--- src/rtl/core/lhp_pkg.sv ---
// shared types, constants and bucket edge functions of the latency histogram
`default_nettype none
package lhp_pkg;

  localparam int NUM_BUCKETS = 13;

  localparam logic [31:0] SAT32     = 32'hFFFF_FFFF;
  localparam logic [29:0] BILLION   = 30'd1000000000;
  localparam logic [13:0] PCT_FULL  = 14'd10000;
  localparam logic [30:0] RESET_MAX = 31'd3600000;
  localparam logic [38:0] MAX39     = 39'h7F_FFFF_FFFF;
  localparam logic [5:0]  VAL_BITS  = 6'd39;

  typedef enum logic [1:0] {
    OP_REC,
    OP_CLR,
    OP_RD,
    OP_PCT
  } op_t;

  typedef struct packed {
    op_t         kind;
    logic        keep;
    logic [3:0]  bkt;
    logic [30:0] delay;
    logic [3:0]  idx;
    logic [13:0] pct;
  } cmd_t;

  typedef enum logic [3:0] {
    ST_IDLE,
    ST_ROLL,
    ST_MMUL,
    ST_MADD,
    ST_MCHK,
    ST_MDIV,
    ST_PMUL,
    ST_PCMP,
    ST_PSET,
    ST_FRAC,
    ST_OUT
  } state_t;

  function automatic logic [12:0] edge_of(input logic [3:0] i);
    logic [12:0] e;
    case (i)
      4'd0:    e = 13'd1;
      4'd1:    e = 13'd2;
      4'd2:    e = 13'd5;
      4'd3:    e = 13'd10;
      4'd4:    e = 13'd25;
      4'd5:    e = 13'd50;
      4'd6:    e = 13'd100;
      4'd7:    e = 13'd250;
      4'd8:    e = 13'd500;
      4'd9:    e = 13'd1000;
      4'd10:   e = 13'd2500;
      4'd11:   e = 13'd5000;
      default: e = 13'd0;
    endcase
    return e;
  endfunction

  function automatic logic [3:0] bucket_of(input logic [30:0] ms);
    logic [3:0] b;
    b = 4'(NUM_BUCKETS - 1);
    for (int k = NUM_BUCKETS - 2; k >= 0; k--) begin
      if (ms <= {18'd0, edge_of(4'(k))}) begin
        b = 4'(k);
      end
    end
    return b;
  endfunction

endpackage
`default_nettype wire

--- src/rtl/core/lhp_queue.sv ---
// two-entry command queue between front and back
`default_nettype none
module lhp_queue (
  input  wire logic          clk,
  input  wire logic          rst_n,
  input  wire logic          push,
  input  wire lhp_pkg::cmd_t push_cmd,
  output logic               full,
  output logic               valid,
  input  wire logic          pop,
  output lhp_pkg::cmd_t      head
);

  lhp_pkg::cmd_t mem_r [2];
  logic          wp_r, wp_nxt;
  logic          rp_r, rp_nxt;
  logic [1:0]    cnt_r, cnt_nxt;

  assign full  = (cnt_r == 2'd2);
  assign valid = (cnt_r != 2'd0);
  assign head  = mem_r[rp_r];

  always_comb begin
    wp_nxt  = push ? !wp_r : wp_r;
    rp_nxt  = pop ? !rp_r : rp_r;
    cnt_nxt = cnt_r + {1'b0, push} - {1'b0, pop};
  end

  always_ff @(posedge clk) begin
    if (push) begin
      mem_r[wp_r] <= push_cmd;
    end
  end

  always_ff @(posedge clk) begin
    if (!rst_n) begin
      wp_r  <= 1'b0;
      rp_r  <= 1'b0;
      cnt_r <= 2'd0;
    end else begin
      wp_r  <= wp_nxt;
      rp_r  <= rp_nxt;
      cnt_r <= cnt_nxt;
    end
  end

endmodule
`default_nettype wire

--- config.mk ---
export PLATFORM = sky130hd
export DESIGN_NAME = lhp_queue
export DESIGN_NICKNAME = d
export VERILOG_FILES = /design/src/rtl/core/lhp_pkg.sv /design/src/rtl/core/lhp_queue.sv
export SDC_FILE = /design/constraint.sdc
export NUM_CORES = 1
export LEC_CHECK = 0
export ABC_AREA = 1
export BUFFER_PORTS_ARGS = -buffer_cell sky130_fd_sc_hd__buf_2
export CAP_MARGIN = 20
export CORE_MARGIN = 8
export CORE_UTILIZATION = 52
export CTS_CLUSTER_DIAMETER = 60
export DETAILED_ROUTE_END_ITERATION = 8
export GPL_ROUTABILITY_DRIVEN = 0
export PLACE_DENSITY = 0.78
export SKIP_CTS_REPAIR_TIMING = 1
export SLEW_MARGIN = 20
export SYNTH_ARGS = -nofsm -noshare
export SYNTH_HDL_FRONTEND = slang
export SYNTH_SLANG_ARGS = --single-unit
--- constraint.sdc ---
create_clock -name clk -period 5 [get_ports clk]
set_clock_uncertainty 0.1 [all_clocks]
set_input_delay 0.75 -clock clk [delete_from_list [all_inputs] [get_ports clk]]
set_output_delay 0.75 -clock clk [all_outputs]
set_load 0.03 [all_outputs]
==> results.tsv, run 1 <==
stage	metric	value	unit
detailed_routing	drtAntennaViolNets	0	
yosys	syn_nets	269	
final_layout	antenna_cells	0	
yosys	synthCells	207	
final_layout	utilization	0.6923	
power	p_leak	2.309	nW
setup_path	arrival	2.10	ns
grt	grt_max_degree	57	
yosys	ys_warn_count	0	
die	die_w	108.3	microns
die	initial_core_util	0.5365	
setup_path	r2r_start	wp_r	
run	max_cap_viol_count	0	
setup_path	critPathLaunchType	flop	
yosys	yosysTopAreaCellShare	0.7591	
grt	grt_overflow_total	0	
timing	rsz0062_at_grt	false	
die	core	8258	sq um
cts	clock-sinks	117	
yosys	synthTopCellsByArea	edfxtp_1 76%, mux2_4 14%, mux2_2 4.1%, dfxtp_1 2.3%, buf_6 1.3%	
detailed_routing	viasPerCell	4.838	
die	pin_count	118	
power	power_density	462.5	nW/um^2
worst_hold_path	hp-class	primary input to flop	
timing	min_period_over_period	0.5899	
final_layout	fillers	562	
grt	antenna_found_initial	0	
timing	finalCriticalPeriod	2.950	ns
setup_path	cp_max_fo	56	
setup_path	critPathKind	flop to output port	
place	io_buffers	117	
detailed_routing	drt_iter0_drc	95	
place	hpwl	5295	microns
detailed_routing	totalWireLength	7823	microns
grt	grt_pass1_wl	11500	microns
cts	insertion_delay	0.50	ns
cts	cts_buffers	17	
timing	tightest_slew	0.9557	ns
place	pre_cts_ws	2.456	ns
setup_path	slowest_stage	dfxtp_4	
yosys	yosys.area.top_type	edfxtp_1	
setup_path	crit_required	4.15	ns
die	die-area	11730	sq um
power	vdd_ir_drop_max	307.7	uV
yosys	synth_seq_cells	117	
die	die_y	108.3	microns
timing	max-slew-margin-rel	0.3629	
die	num_rows	33	
timing	fin_setup_tns	0	ns
cts	cts_buffer_depth	2	
status	status	completed	
timing	layout_setup_ws	2.050	ns
yosys	synth_seq_area_share	0.7817	
setup_path	max_stage_delay	0.97	ns
detailed_routing	dr.pass1.iters	4	
yosys	syn_area_per_cell	21.40	sq um
setup_path	crit_chain	mux2_2 -> buf_2	
yosys	post_synth_num_cell_types	12	
detailed_routing	drc	0	
timing	final-setup-viol-count	0	
cts	cts-root-buf	clkbuf_8	
timing	clock.fmax	339.0	MHz
detailed_routing	vias	2211	
grt	grt_use_total	0.1338	
timing	finalMaxSlewViolations	0	
detailed_routing	post_drt_wl_per_cell	17.12	microns
yosys	syn_area	4430	sq um
cts	clkTransAtPathRegs	0.06	ns
timing	finalHoldViolCount	0	
grt	grt_pass1_vias	2375	
setup_path	end_kind	output port	
cts	cts_max_level	4	
final_layout	finalNetCount	401	
final_layout	drive_gt1_frac	0.5881	
worst_hold_path	holdCritStartpoint	push_cmd[7]	
cts	tritoncts	yes	
final_layout	syn_to_final_growth	29.03	%
-- registers in the layout, indices dropped and copies added, names as in the netlist, named ones only --
signal,flops
mem_r,112
cnt_r,2
rp_r,1
wp_r,1
-- cell families after synthesis --
kind of cell,Yosys count,synth area share
flip-flops,117,0.7817
multiplexers,56,0.1762
AND/OR/NAND/NOR,18,0.01553
buffers and inverters,13,0.01977
adder cells (fa/ha/maj),2,0.005647
AO/OA/AOI/OAI,1,0.001129
-- cells in the mapped netlist --
master      n
a21oi_1     1
buf_2       1
nand3_1     1
ha_1        2
nand2_1     9
nor2_1      8
inv_1       7
dfxtp_1     5
mux2_4     40
mux2_2     16
buf_6       5
edfxtp_1  112
-- worst max-delay path: cells and delay by family, from the launching register on --
family	cells	cell delay, ns
muxes	1	0.42
DFF	1	0.97
buffers and inverters	1	0.18
-- placed cells by master (no fill, tap or decap), types with 2 or more instances in the layout --
cell type   Yosys  routed
buf_2           1     117
buf_4           0       2
bufinv_16       0       4
clkbuf_1        0       2
clkbuf_16       0      16
clkinv_2        0       2
clkinv_4        0       3
clkinvlp_4      0       3
dfxtp_1         5       4
edfxtp_1      112     112
ha_1            2       2
inv_1           7       6
mux2_2         16      16
mux2_4         40      40
nand2_1         9       9
nor2_1          8       7
-- stage by stage --
| stage | total power (W) | std cells | instance area (sq um) | hold WS, ns |
|---|---|---|---|---|
| after floorplan | 0.001377 | 207 | 4431 | 0.3635 |
| after global placement | 0.001456 | 425 | 5112 | 0.3724 |
| after detailed placement | 0.001465 | 425 | 5112 | 0.3867 |
| after CTS | 0.002671 | 457 | 5717 | 0.3123 |
| after global routing | 0.002730 | 457 | 5717 | 0.3111 |
| final | 0.002644 | 457 | 5717 | 0.3379 |
-- worst paths after layout --
check                      to  slack, ns  cells after the start
hold reg to reg          flop       0.41                      2
setup reg to reg  mem_r[0][3]       3.07                      2
setup / recovery      head[8]       2.05                      2
hold / removal    mem_r[1][7]       0.34                      1
-- layer usage --
layer  vias up  GRT usage  part of all wire
li1       1064          -                 -
met1      1044     0.1576              0.42
met2        94     0.1997              0.47
met3         9    0.06841             0.099
met4         0    0.06452             0.010
met5         -          0                 0
-- cell type report --
cell class                      count  area, sq um  share of cell area
Sequential cell                   117         3467              0.6065
Tap cell                          105        131.4             0.02298
Clock buffer                       19        421.7             0.07376
Clock inverter                     13        182.7             0.03195
Multi-Input combinational cell     77        887.1              0.1552
Inverter                            7        26.28            0.004596
Timing Repair Buffer              119        600.6              0.1051
-- power breakdown --
part / internal [W] / switching [W] / total (W)
clock: 0.000806 / 0.000396 / 0.00120
combinational: 0.000111 / 0.000165 / 0.000276
sequential: 0.00114 / 0.0000303 / 0.00117
(Power assumes the default switching activity.)
==> run 2, diff against run 1 <==
--- a/config.mk
+++ b/config.mk
@@ -5,7 +5,7 @@
 export SDC_FILE = /design/constraint.sdc
 export NUM_CORES = 1
 export LEC_CHECK = 0
-export ABC_AREA = 1
+export ABC_AREA = 0
 export BUFFER_PORTS_ARGS = -buffer_cell sky130_fd_sc_hd__buf_2
 export CAP_MARGIN = 20
 export CORE_MARGIN = 8
==> constraint.sdc (replaced) <==
create_clock -name clk -period 2.8 [get_ports clk]
set_clock_uncertainty 0.1 [all_clocks]
set_input_delay 0.42 -clock clk [delete_from_list [all_inputs] [get_ports clk]]
set_output_delay 0.42 -clock clk [all_outputs]
set_load 0.03 [all_outputs]
==> results.tsv, run 2 <==
stage	metric	value	unit	change
status	status	completed		unchanged
worst_hold_path	holdCritStartpoint	push_cmd[38]		was push_cmd[7]
final_layout	fillers	534		was 562
setup_path	r2r_cells	6		was 2
yosys	ys.flop_type	edfxtp_1		unchanged
cts	tritoncts	yes		unchanged
cts	cts_max_level	4		unchanged
yosys	yosys.area.top_type	edfxtp_1		unchanged
die	core	8258	sq um	unchanged
yosys	syn_area	4433	sq um	was 4430 sq um
grt	grt_use_total	0.1342		was 0.1338
yosys	yosysMostFrequentCell	edfxtp_1		unchanged
timing	fin_setup_tns	0	ns	unchanged
yosys	synthTopCellsByCount	112 x edfxtp_1, 40 x mux2_4, 16 x mux2_2		unchanged
detailed_routing	dr.pass1.iters	4		unchanged
final_layout	largest_reg_flops	112		unchanged
power	vdd_ir_drop_max	595.8	uV	was 307.7 uV
setup_path	cp_max_fo	17		was 56
place	place_area	5159	sq um	was 5112 sq um
run	max_cap_viol_count	0		unchanged
timing	clock.fmax	431.0	MHz	
detailed_routing	wl_met2	4324	microns	was 3700 microns
setup_path	critPathKind	flop to output port		unchanged
power	power_density	766.9	nW/um^2	was 462.5 nW/um^2
timing	finalCriticalPeriod	2.320	ns	
timing	finalHoldViolCount	0		unchanged
final_layout	final_area	6011	sq um	was 5717 sq um
setup_path	crit_required	2.28	ns	was 4.15 ns
grt	grt_pass1_vias	2270		was 2375
worst_hold_path	hp-class	primary input to flop		unchanged
detailed_routing	viasPerCell	4.837		was 4.838
setup_path	arrival	1.80	ns	was 2.10 ns
die	die_y	108.3	microns	about the same
final_layout	final_common_cell	buf_2		unchanged
detailed_routing	wl_met3	603	microns	was 775 microns
cts	clock-sinks	117		unchanged
grt	grt_pass1_wl	11660	microns	was 11500 microns
yosys	synth_edf_count	112		unchanged
yosys	syn_area_per_cell	22.73	sq um	was 21.40 sq um
timing	finalMaxSlewViolations	0		unchanged
timing	final-setup-viol-count	0		unchanged
grt	grt_max_degree	32		was 57
detailed_routing	vias	2317		was 2211
grt	antenna_found_initial	0		unchanged
cts	cts-root-buf	clkbuf_8		unchanged
yosys	synthCells	195		was 207
final_layout	reg_top3	mem_r: 112 flops, cnt_r: 2 flops		unchanged
worst_hold_path	hold_depth	1		unchanged
detailed_routing	totalWireLength	8351	microns	was 7823 microns
final_layout	drive_gt1_frac	0.5588		was 0.5881
detailed_routing	top_layer	met4		unchanged
cts	insertion_delay	0.49	ns	was 0.50 ns
yosys	syn_nets	257		was 269
setup_path	r2r_start	cnt_r[0]		was wp_r
detailed_routing	drc	0		unchanged
timing	rsz0062_at_grt	false		unchanged
die	num_rows	33		unchanged
final_layout	finalNetCount	425		was 401
yosys	yosysTopAreaCellShare	0.7587		was 0.7591
place	hpwl	5430	microns	was 5295 microns
detailed_routing	wl_met1	3330	microns	was 3266 microns
place	io_buffers	117		unchanged
detailed_routing	drt_iter0_drc	91		was 95
final_layout	syn_to_final_growth	35.59	%	was 29.03%
yosys	post_synth_num_cell_types	14		was 12
grt	grt_overflow_total	0		unchanged
yosys	synth_seq_cells	117		unchanged
final_layout	top_register	mem_r		unchanged
detailed_routing	drtAntennaViolNets	0		unchanged
yosys	async_flop_share	0		unchanged
die	pin_count	118		unchanged
yosys	ys_warn_count	0		unchanged
die	die_w	108.3	microns	about the same
setup_path	critPathLaunchType	flop		unchanged
cts	cts_buffers	17		unchanged
timing	tightest_slew	0.4099	ns	was 0.9557 ns
die	die-area	11740	sq um	was 11730 sq um
setup_path	reg2reg_setup_slack	1.23	ns	was 3.07 ns
final_layout	final_cell_mix	117 x buf_2, 112 x edfxtp_1, 40 x mux2_4		unchanged
setup_path	end_kind	output port		unchanged
power	p_leak	2.412	nW	was 2.309 nW
die	initial_core_util	0.5368		was 0.5365
cts	clkTransAtPathRegs	0.05	ns	was 0.06 ns
yosys	synthTopCellsByArea	edfxtp_1 76%, mux2_4 14%, mux2_2 4.1%, dfxtp_1 2.3%, buf_6 1.3%		unchanged
detailed_routing	post_drt_wl_per_cell	17.43	microns	was 17.12 microns
timing	max-slew-margin-rel	0.7268		was 0.3629
yosys	synth_seq_area_share	0.7813		was 0.7817
final_layout	antenna_cells	0		unchanged
timing	min_period_over_period	0.8287		
cts	cts_buffer_depth	2		unchanged
[run 2: routing by layer]
layer / global-route usage / up-vias
li1: - / 1098
met1: 0.1560 / 1124
met2: 0.2114 / 84
met3: 0.05116 / 11
met4: 0.07331 / 0
met5: 0 / -
[run 2: final timing paths]
kind / end
setup reg to reg: cnt_r[1]
setup / recovery: head[21]
hold / removal: mem_r[1][38]
hold reg to reg: rp_r
[run 2: per-stage QoR]
step           instances  hold WS, ns  setup slack [ns]  power (W)  utilization
3_3_place_gp         417       0.4695            0.9910   0.002683       0.6247
5_1_grt              479    0.0002118            0.3916   0.004775       0.7279
4_1_cts              447     -0.01229            0.4367   0.004620       0.6891
6_report             479      0.02146            0.4796   0.004610       0.7279
3_5_place_dp         417       0.4779            0.9725   0.002701       0.6247
2_1_floorplan        195       0.4189            0.3584   0.002525            -
[run 2: area by class of cell]
cell class | count | area (sq um) | share of cell area
tap | 105 | 131.4 | 0.02186
inverter | 2 | 7.507 | 0.001249
multi-input combinational | 70 | 909.6 | 0.1513
clock inverter | 13 | 117.6 | 0.01957
clock buffer | 17 | 414.1 | 0.06890
sequential | 117 | 3467 | 0.5768
timing repair buffer | 155 | 963.4 | 0.1603
[run 2: logic make-up (layout without fill, tap and decap cells)]
group	Yosys count	in the layout	synth area share
multiplexers	56	56	0.1761
flip-flops	117	117	0.7813
buffers and inverters	8	187	0.01552
AND/OR/NAND/NOR	9	9	0.01270
AO/OA/AOI/OAI	1	1	0.001694
adder cells (fa/ha/maj)	2	2	0.005644
XOR/XNOR	2	2	0.007056
[run 2: worst max-delay path, stage by stage (launching register included)]
cell and delay (ns):
dfxtp_4 0.45, buf_4 0.34, mux2_4 0.33, buf_2 0.18
[run 2: where the power goes]
part           switching (W)  internal [W]
clock               0.000683       0.00123
sequential         0.0000353       0.00203
combinational       0.000359      0.000276
total                0.00108       0.00353
