===== config.mk =====
export PLATFORM = sky130hd
export DESIGN_NAME = lhp_front
export DESIGN_NICKNAME = d
export VERILOG_FILES = /design/src/rtl/core/lhp_pkg.sv /design/src/rtl/core/lhp_front.sv
export SDC_FILE = /design/constraint.sdc
export NUM_CORES = 1
export LEC_CHECK = 0
export BUFFER_PORTS_ARGS = -buffer_cell sky130_fd_sc_hd__buf_2
export CELL_PAD_IN_SITES_DETAIL_PLACEMENT = 1
export CELL_PAD_IN_SITES_GLOBAL_PLACEMENT = 1
export CORE_MARGIN = 2
export CORE_UTILIZATION = 25
export DETAILED_ROUTE_END_ITERATION = 6
export PLACE_DENSITY = 0.68
export SLEW_MARGIN = 20
export SYNTH_ARGS = -nofsm -noshare
export SYNTH_HDL_FRONTEND = slang
export SYNTH_SLANG_ARGS = --single-unit
export TNS_END_PERCENT = 5

===== constraint.sdc =====
create_clock -name clk -period 2.3 [get_ports clk]
set_clock_uncertainty 0.1 [all_clocks]
set_input_delay 0.115 -clock clk [delete_from_list [all_inputs] [get_ports clk]]
set_output_delay 0.115 -clock clk [all_outputs]
set_load 0.02 [all_outputs]

===== src/rtl/core/lhp_pkg.sv =====
// shared types, constants and bucket edge functions of the latency histogram
`default_nettype none
package lhp_pkg;

  localparam int NUM_BUCKETS = 13;

  localparam logic [31:0] SAT32     = 32'hFFFF_FFFF;
  localparam logic [29:0] BILLION   = 30'd1000000000;
  localparam logic [13:0] PCT_FULL  = 14'd10000;
  localparam logic [30:0] RESET_MAX = 31'd3600000;
  localparam logic [38:0] MAX39     = 39'h7F_FFFF_FFFF;
  localparam logic [5:0]  VAL_BITS  = 6'd39;

  typedef enum logic [1:0] {
    OP_REC,
    OP_CLR,
    OP_RD,
    OP_PCT
  } op_t;

  typedef struct packed {
    op_t         kind;
    logic        keep;
    logic [3:0]  bkt;
    logic [30:0] delay;
    logic [3:0]  idx;
    logic [13:0] pct;
  } cmd_t;

  typedef enum logic [3:0] {
    ST_IDLE,
    ST_ROLL,
    ST_MMUL,
    ST_MADD,
    ST_MCHK,
    ST_MDIV,
    ST_PMUL,
    ST_PCMP,
    ST_PSET,
    ST_FRAC,
    ST_OUT
  } state_t;

  function automatic logic [12:0] edge_of(input logic [3:0] i);
    logic [12:0] e;
    case (i)
      4'd0:    e = 13'd1;
      4'd1:    e = 13'd2;
      4'd2:    e = 13'd5;
      4'd3:    e = 13'd10;
      4'd4:    e = 13'd25;
      4'd5:    e = 13'd50;
      4'd6:    e = 13'd100;
      4'd7:    e = 13'd250;
      4'd8:    e = 13'd500;
      4'd9:    e = 13'd1000;
      4'd10:   e = 13'd2500;
      4'd11:   e = 13'd5000;
      default: e = 13'd0;
    endcase
    return e;
  endfunction

  function automatic logic [3:0] bucket_of(input logic [30:0] ms);
    logic [3:0] b;
    b = 4'(NUM_BUCKETS - 1);
    for (int k = NUM_BUCKETS - 2; k >= 0; k--) begin
      if (ms <= {18'd0, edge_of(4'(k))}) begin
        b = 4'(k);
      end
    end
    return b;
  endfunction

endpackage
`default_nettype wire


===== src/rtl/core/lhp_front.sv =====
// front end: limit register, command classification and bucket selection
`default_nettype none
module lhp_front (
  input  wire logic          clk,
  input  wire logic          rst_n,
  input  wire logic          start,
  output logic               busy,
  input  wire logic [1:0]    in_kind,
  input  wire logic [31:0]   in_delay_ms,
  input  wire logic [3:0]    in_bucket_index,
  input  wire logic [13:0]   in_pct_hundredths,
  input  wire logic          cfg_valid,
  output logic               cfg_ready,
  input  wire logic [30:0]   cfg_max_delay_ms,
  input  wire logic          q_full,
  output logic               q_push,
  output lhp_pkg::cmd_t      q_cmd
);

  logic [30:0] max_r;
  logic [30:0] max_nxt;

  assign cfg_ready = 1'b1;
  assign busy      = q_full;
  assign q_push    = start && !q_full;

  always_comb begin
    max_nxt = max_r;
    if (cfg_valid && cfg_ready) begin
      max_nxt = cfg_max_delay_ms;
    end
  end

  always_ff @(posedge clk) begin
    if (!rst_n) begin
      max_r <= lhp_pkg::RESET_MAX;
    end else begin
      max_r <= max_nxt;
    end
  end

  always_comb begin
    q_cmd.kind  = lhp_pkg::op_t'(in_kind);
    q_cmd.keep  = (in_delay_ms <= {1'b0, max_r});
    q_cmd.bkt   = lhp_pkg::bucket_of(in_delay_ms[30:0]);
    q_cmd.delay = in_delay_ms[30:0];
    q_cmd.idx   = in_bucket_index;
    q_cmd.pct   = (in_pct_hundredths > lhp_pkg::PCT_FULL) ? lhp_pkg::PCT_FULL
                                                          : in_pct_hundredths;
  end

endmodule
`default_nettype wire


==> run_results.csv, run 1 <==
group,metric,value,unit
global_routing,globalRouteMet3Util,0.02482,
cells_and_area,diodes,0,
setup_path,arrival,2090,ps
clock_network,clkTransAtPathRegs,70,ps
logic_synthesis,yosys_register_bits,31,
die,initial_core_util,0.2595,
global_routing,grt-busiest-layer,"met2",
global_routing,grt_use_met1,0.1777,
logic_synthesis,ys_warn_count,0,
die,pin_count,147,
setup_path,critical_path_peak_fanout,3,
setup_path,crit_buf_inv,2,
detailed_routing,wirelength,8716,um
logic_synthesis,netlist_top_cells_area,"dfxtp_1 23%, ha_1 14%, buf_4 11%, mux2i_1 7.4%, nor2b_1 5.6%",
hold_path,min_from,"cfg_max_delay_ms[27]",
cells_and_area,final_cells,608,
global_routing,grt_usage,0.1515,
logic_synthesis,synthArstFlopShare,0,
clock_network,numCtsBuffers,5,
sta,hold_viol,0,
sta,slew_headroom,0.6446,
detailed_routing,ant_nets,0,
cells_and_area,fillers,1283,
global_routing,antenna_found_initial,0,
setup_path,crit_path_cell_trace,"buf_2 -> or2_1 -> or4_4 -> or4_4 -> a21oi_4 -> nand2_2 -> a211oi_2 -> buf_4",
power,power_per_cell_area,420.4,nW/um2
clock_network,tritoncts,"done",
job,maxCapViolations,0,
clock_network,cts.htree.levels,2,
setup_path,critPathSlowestCell,"or4_4",
sta,fmax,434.1,MHz
placement,dp_cells,576,
logic_synthesis,syn-cell-area,2691,um2
logic_synthesis,syn-instance-count,332,
logic_synthesis,synth_ff_type,"dfxtp_1",
clock_network,cts_buffer_depth,2,
setup_path,critical_path_class,"in -> out",
placement,gp_congestion,0.8179,
detailed_routing,vias_per_cell,4.622,
logic_synthesis,synth-seq-area-share,0.2306,
sta,slew_viol_final,0,
sta,period_share,1.002,
sta,worst_pin_slew,533.1,ps
setup_path,cp-endpoint,"q_cmd[49]",
logic_synthesis,syn-mean-instance-area,8.106,um2
detailed_routing,drc,0,
setup_path,r2r_setup_slack,1480,ps
die,rows,37,
cells_and_area,top_regs,"max_r (31)",
detailed_routing,vias,2810,
setup_path,r2r-end,"max_r[16]",
logic_synthesis,yosysTopAreaCell,"dfxtp_1",
placement,placed_area,3397,um2
sta,timing.final.ws_setup,-3.813,ps
power,leakagePower,0.001861,uW
sta,rsz0062_at_grt,"yes",
logic_synthesis,ys_types,42,
setup_path,endpoint_kind,"output pin",
global_routing,grt_pass1_vias,3008,
hold_path,hold_class,"in -> reg",
cells_and_area,final_nets,590,
clock_network,clk_latency,280,ps
logic_synthesis,synth_top_area_frac,0.2306,
setup_path,cp_data_required_time,2090,ps
setup_path,cp_top_family,"simple AND/OR/NAND/NOR gates",
setup_path,rr_worst_depth,3,
die,core,10370,um2
die,die_y,107.8,um
power,irDropWorstVdd,0.0001984,V
placement,hpwl,7105,um
clock_network,cts_root_buffer,"clkbuf_8",
setup_path,cp.depth,8,
global_routing,grt_pass1_wl,14160,um
setup_path,critPathMaxStageDelay,520,ps
cells_and_area,finish.utilization,0.3790,
sta,setup_viol,1,
detailed_routing,drt_iter0_drc,41,
cells_and_area,largest_reg_flops,31,
outcome,violations,"negative setup slack",
cells_and_area,drive_above_1_share,0.4364,
sta,post-route-min-period,2304,ps
clock_network,clock-sinks,31,
die,dieArea,11610,um2
global_routing,grt_start_max_net_pins,32,
placement,io_buffer_count,133,
cells_and_area,area_delta_synth_final,46.03,%
global_routing,globalRouteOverflowTotal,0,
cells_and_area,top_register,"max_r",
logic_synthesis,synth_nets,451,
detailed_routing,wire_per_inst,14.34,um
logic_synthesis,synth_edf_count,0,
setup_path,regToRegStartpoint,"max_r[16]",
cells_and_area,design_area,3930,um2
die,die_w,107.8,um
outcome,status,"finished with violations",
detailed_routing,first_pass_iters,6,
global_routing,met2_usage,0.2875,
setup_path,crit_top_cell,"or4_4",
setup_path,cp-start-kind,"input port",
setup_path,cp-startpoint,"in_delay_ms[11]",
-- what timing repair did --
action | in CTS | in global routing
pin swaps | 4 | 14
hold buffers | 20 | 0
endpoints found under the setup margin | 3 | 4
buffers inserted | 2 | 2
endpoints found under the hold margin | 20 | 0
resized for setup | 12 | 28
-- metal layers --
| layer | vias to the layer above | routed length [um] |
|---|---|---|
| met5 | - | 0 |
| met4 | 0 | 63 |
| met3 | 6 | 351 |
| met2 | 71 | 4577 |
| met1 | 1328 | 3724 |
| li1 | 1405 | - |
-- through the flow --
step / power (uW) / setup slack, ps / TNS (ps) / hold WS (ps)
after CTS: 1648 / -2.439 / -2.439 / 1.536
after floorplan: 932.2 / 70.27 / 0 / 141.2
after detailed placement: 1116 / -97.12 / -106.3 / 130.1
after global routing: 1766 / -103.4 / -237.7 / 16.36
final: 1652 / -3.813 / -3.813 / 6.609
after global placement: 1094 / -78.77 / -78.77 / 130.1
-- Yosys cell counts, types with 5 or more instances --
cell      number
nand4_1        7
o211ai_1      14
and2_1         8
buf_4         39
nor2b_1       24
o21ai_0        7
nand3_1        5
ha_1          31
nor4_1         6
a21oi_1       10
a211oi_1       5
dfxtp_1       31
nand2_1       22
mux2i_1       20
clkbuf_1      10
inv_1         33
nor2_1         7
nand2b_1       8
nor3_1         6
-- area by class of cell --
| type | instances | area [um2] | area share |
|---|---|---|---|
| Multi-Input combinational cell | 217 | 1797 | 0.4572 |
| Timing Repair Buffer | 183 | 1111 | 0.2827 |
| Sequential cell | 31 | 628.1 | 0.1598 |
| Tap cell | 136 | 170.2 | 0.04330 |
| Inverter | 33 | 123.9 | 0.03152 |
| Clock buffer | 8 | 100.1 | 0.02547 |
-- cell usage in the layout (no fill, tap or decap), types with 3 or more instances in the layout --
master         synthesis  routed
dlygate4sd3_1          0      20
buf_4                 39      32
nand2_1               22      22
nor2_1                 7       7
or3_1                  4       3
and2_1                 8       8
inv_1                 33      27
nand3_1                5       5
nor2b_1               24      24
a21oi_1               10       9
inv_2                  0       6
a31oi_1                3       3
mux2i_1               20      20
nand4_1                7       7
buf_2                  0     130
a211oi_1               5       5
ha_4                   0       8
o21ai_0                7       5
nor3_1                 6       4
a21o_1                 3       3
nor4_4                 0       3
ha_1                  31      23
dfxtp_2                0       6
dfxtp_1               31      25
o31ai_1                4       3
clkbuf_8               0       7
nand2b_1               8       8
o211ai_1              14      14
-- worst min path at each step --
stage,end,slack (ps),cells past startpoint
detailed placement,q_cmd[16],130,0
finish,max_r[27],7,3
global route,max_r[26],20,3
CTS,max_r[4],2,3
floorplan,max_r[18],140,2
global placement,q_cmd[16],130,0
-- report_power, final --
part	switching, uW	internal [uW]	leakage [uW]
combinational	313	269	0.00155
sequential	15.2	572	0.000257
clock	209	273	0.0000515
-- worst min-delay path: cells and delay by family --
| family | cells | cell delay, ps |
|---|---|---|
| muxes | 1 | 50 |
| buffers and inverters | 1 | 80 |
| and+or+nand+nor | 1 | 100 |
-- cell families (layout without fill, tap and decap cells) --
| group | after synthesis | in the layout | synth area share |
|---|---|---|---|
| fa+ha+maj | 31 | 31 | 0.1441 |
| flops | 31 | 31 | 0.2306 |
| other cells | 1 | 1 | 0.001393 |
| buf+inv | 84 | 224 | 0.1716 |
| mux | 20 | 20 | 0.07438 |
| compound gates | 61 | 61 | 0.1618 |
| simple gates | 104 | 104 | 0.2162 |
Power figures use the tool's default switching activity.
==> inputs of run 2 (changes only) <==
Clock period 2.3 ns to 2.7 ns, I/O delays scaled along.
==> run 2 against run 1 <==
Against the previous run:
- utilization down 4.7 points
- first-iteration DRC count increased by 7.3%
- the run now ends clean
- design area decreased by 12%
- wire length is 4.0% lower
==> run_results.csv, run 2 (synthesis results as in run 1) <==
group,metric,value,unit
outcome,status,"completed",
power,p_comb_frac,0.326,
setup_path,regToRegStartpoint,"max_r[22]",
cells_and_area,mostFrequentLayoutCells,"133 x buf_2, 33 x inv_1, 31 x ha_1, 31 x dfxtp_1, 24 x nor2b_1",
power,power.switching_fraction,0.3497,
power,pwr-share-clk,0.293,
detailed_routing,drc,0,
power,power.total,1309,uW
clock_network,clk_latency,280,ps
clock_network,clock-sinks,31,
power,intPower,851.2,uW
die,pin_count,147,
sta,fmax,393.8,MHz
sta,worst_pin_slew,985.5,ps
cells_and_area,top_regs,"max_r (31)",
clock_network,post_cts_buffers,0,
sta,post-route-min-period,2539,ps
die,initial_core_util,0.2595,
power,power_per_cell_area,380.4,nW/um2
detailed_routing,first_pass_iters,3,
detailed_routing,vias,2695,
clock_network,cts.htree.levels,2,
setup_path,r2r_setup_slack,1970,ps
global_routing,grt_start_max_net_pins,43,
job,maxCapViolations,0,
cells_and_area,final_nets,557,
sta,setup_viol,0,
setup_path,cp_data_required_time,2470,ps
die,dieArea,11610,um2
hold_path,hold_path_end,"max_r[26]",
cells_and_area,drive_above_1_share,0.3394,
hold_path,whs_path_depth,3,
setup_path,arrival,2300,ps
placement,gp_congestion,0.7959,
detailed_routing,wire_per_inst,14.55,um
detailed_routing,ant_nets,0,
global_routing,grt_usage,0.1459,
clock_network,numCtsBuffers,5,
clock_network,clkTransAtPathRegs,80,ps
setup_path,rr_worst_depth,2,
power,leakagePower,0.001679,uW
clock_network,tritoncts,"done",
power,switching_power,457.8,uW
global_routing,grt_pass1_vias,2818,
cells_and_area,largest_reg_flops,31,
cells_and_area,finish.utilization,0.3318,
setup_path,r2r-end,"max_r[22]",
cells_and_area,diodes,0,
power,seqPwrFrac,0.380,
cells_and_area,final_common_cell,"buf_2",
die,core,10370,um2
sta,slew_viol_final,0,
global_routing,grt_pass1_wl,13480,um
cells_and_area,top_register,"max_r",
setup_path,cp-start-kind,"flop",
sta,slew_headroom,0.3430,
detailed_routing,drt_iter0_drc,44,
clock_network,cts_buffer_depth,2,
die,rows,37,
sta,hold_viol,0,
placement,hpwl,6721,um
setup_path,endpoint_kind,"output pin",
cells_and_area,area_delta_synth_final,27.85,%
global_routing,antenna_found_initial,0,
die,die_w,107.8,um
setup_path,critical_path_class,"reg -> out",
detailed_routing,vias_per_cell,4.687,
global_routing,globalRouteOverflowTotal,0,
hold_path,hold_class,"in -> reg",
setup_path,critical_path_peak_fanout,3,
sta,timing.setup.tns,0,ps
hold_path,min_from,"cfg_max_delay_ms[26]",
clock_network,cts_root_buffer,"clkbuf_8",
detailed_routing,wirelength,8368,um
power,irDropWorstVdd,0.0001433,V
sta,period_share,0.9404,
sta,rsz0062_at_grt,"no",
placement,io_buffer_count,133,
die,die_y,107.8,um
[run 2: power by group through the flow]
| stage | logic [uW] | clock network (uW) | registers (uW) |
|---|---|---|---|
| final | 427 | 384 | 498 |
| after global placement | 403 | 0 | 508 |
| after global routing | 480 | 423 | 502 |
| after detailed placement | 417 | 0 | 509 |
| after CTS | 435 | 406 | 498 |
| after floorplan | 289 | 0 | 505 |
[run 2: what timing repair did]
| item | in CTS | in global routing |
|---|---|---|
| hold buffers | 14 | 0 |
| gates resized for setup | 0 | 1 |
| endpoints found under the hold margin | 14 | 0 |
| setup endpoints to repair | 0 | 1 |
[run 2: final cells by class]
type | instances | area, um2
sequential | 31 | 620.6
timing repair buffer | 150 | 828.3
clock buffer | 5 | 68.82
inverter | 33 | 123.9
clock inverter | 3 | 20.02
multi-input combinational | 217 | 1609
fill | 1316 | 6929
tap | 136 | 170.2
[run 2: worst max path at each step]
stage / depth (start not counted) / to / start
after floorplan: 6 / q_cmd[49] / in_delay_ms[11]
after detailed placement: 9 / q_cmd[49] / in_delay_ms[20]
after CTS: 9 / q_cmd[53] / max_r[10]
final: 9 / q_cmd[53] / max_r[10]
after global placement: 8 / q_cmd[49] / in_delay_ms[11]
after global routing: 9 / q_cmd[53] / max_r[10]
[run 2: critical path: stages (launching register included)]
cell and delay [ps]:
dfxtp_1 310, inv_1 50, ha_1 310, a21oi_1 160
nand2_1 70, a211o_1 300, a221oi_1 280, a31oi_1 120
o21ai_1 200, buf_2 210
[run 2: stage by stage]
step                cell area, um2  instances  hold WS [ps]  setup WS (ps)
finish                        3441        575         7.690          160.9
global route                  3441        575         7.126          20.58
CTS                           3441        575        0.4504          66.37
detailed placement            3212        553         170.1          190.7
global placement              3212        553         170.1          265.5
floorplan                     2691        332         161.2          430.3
[run 2: layer usage]
layer,GRT usage,vias up,wire [um]
li1,-,1335,-
met1,0.1742,1280,3605
met2,0.2691,71,4284
met3,0.02906,9,403
met4,0.02839,0,75
met5,0,-,0
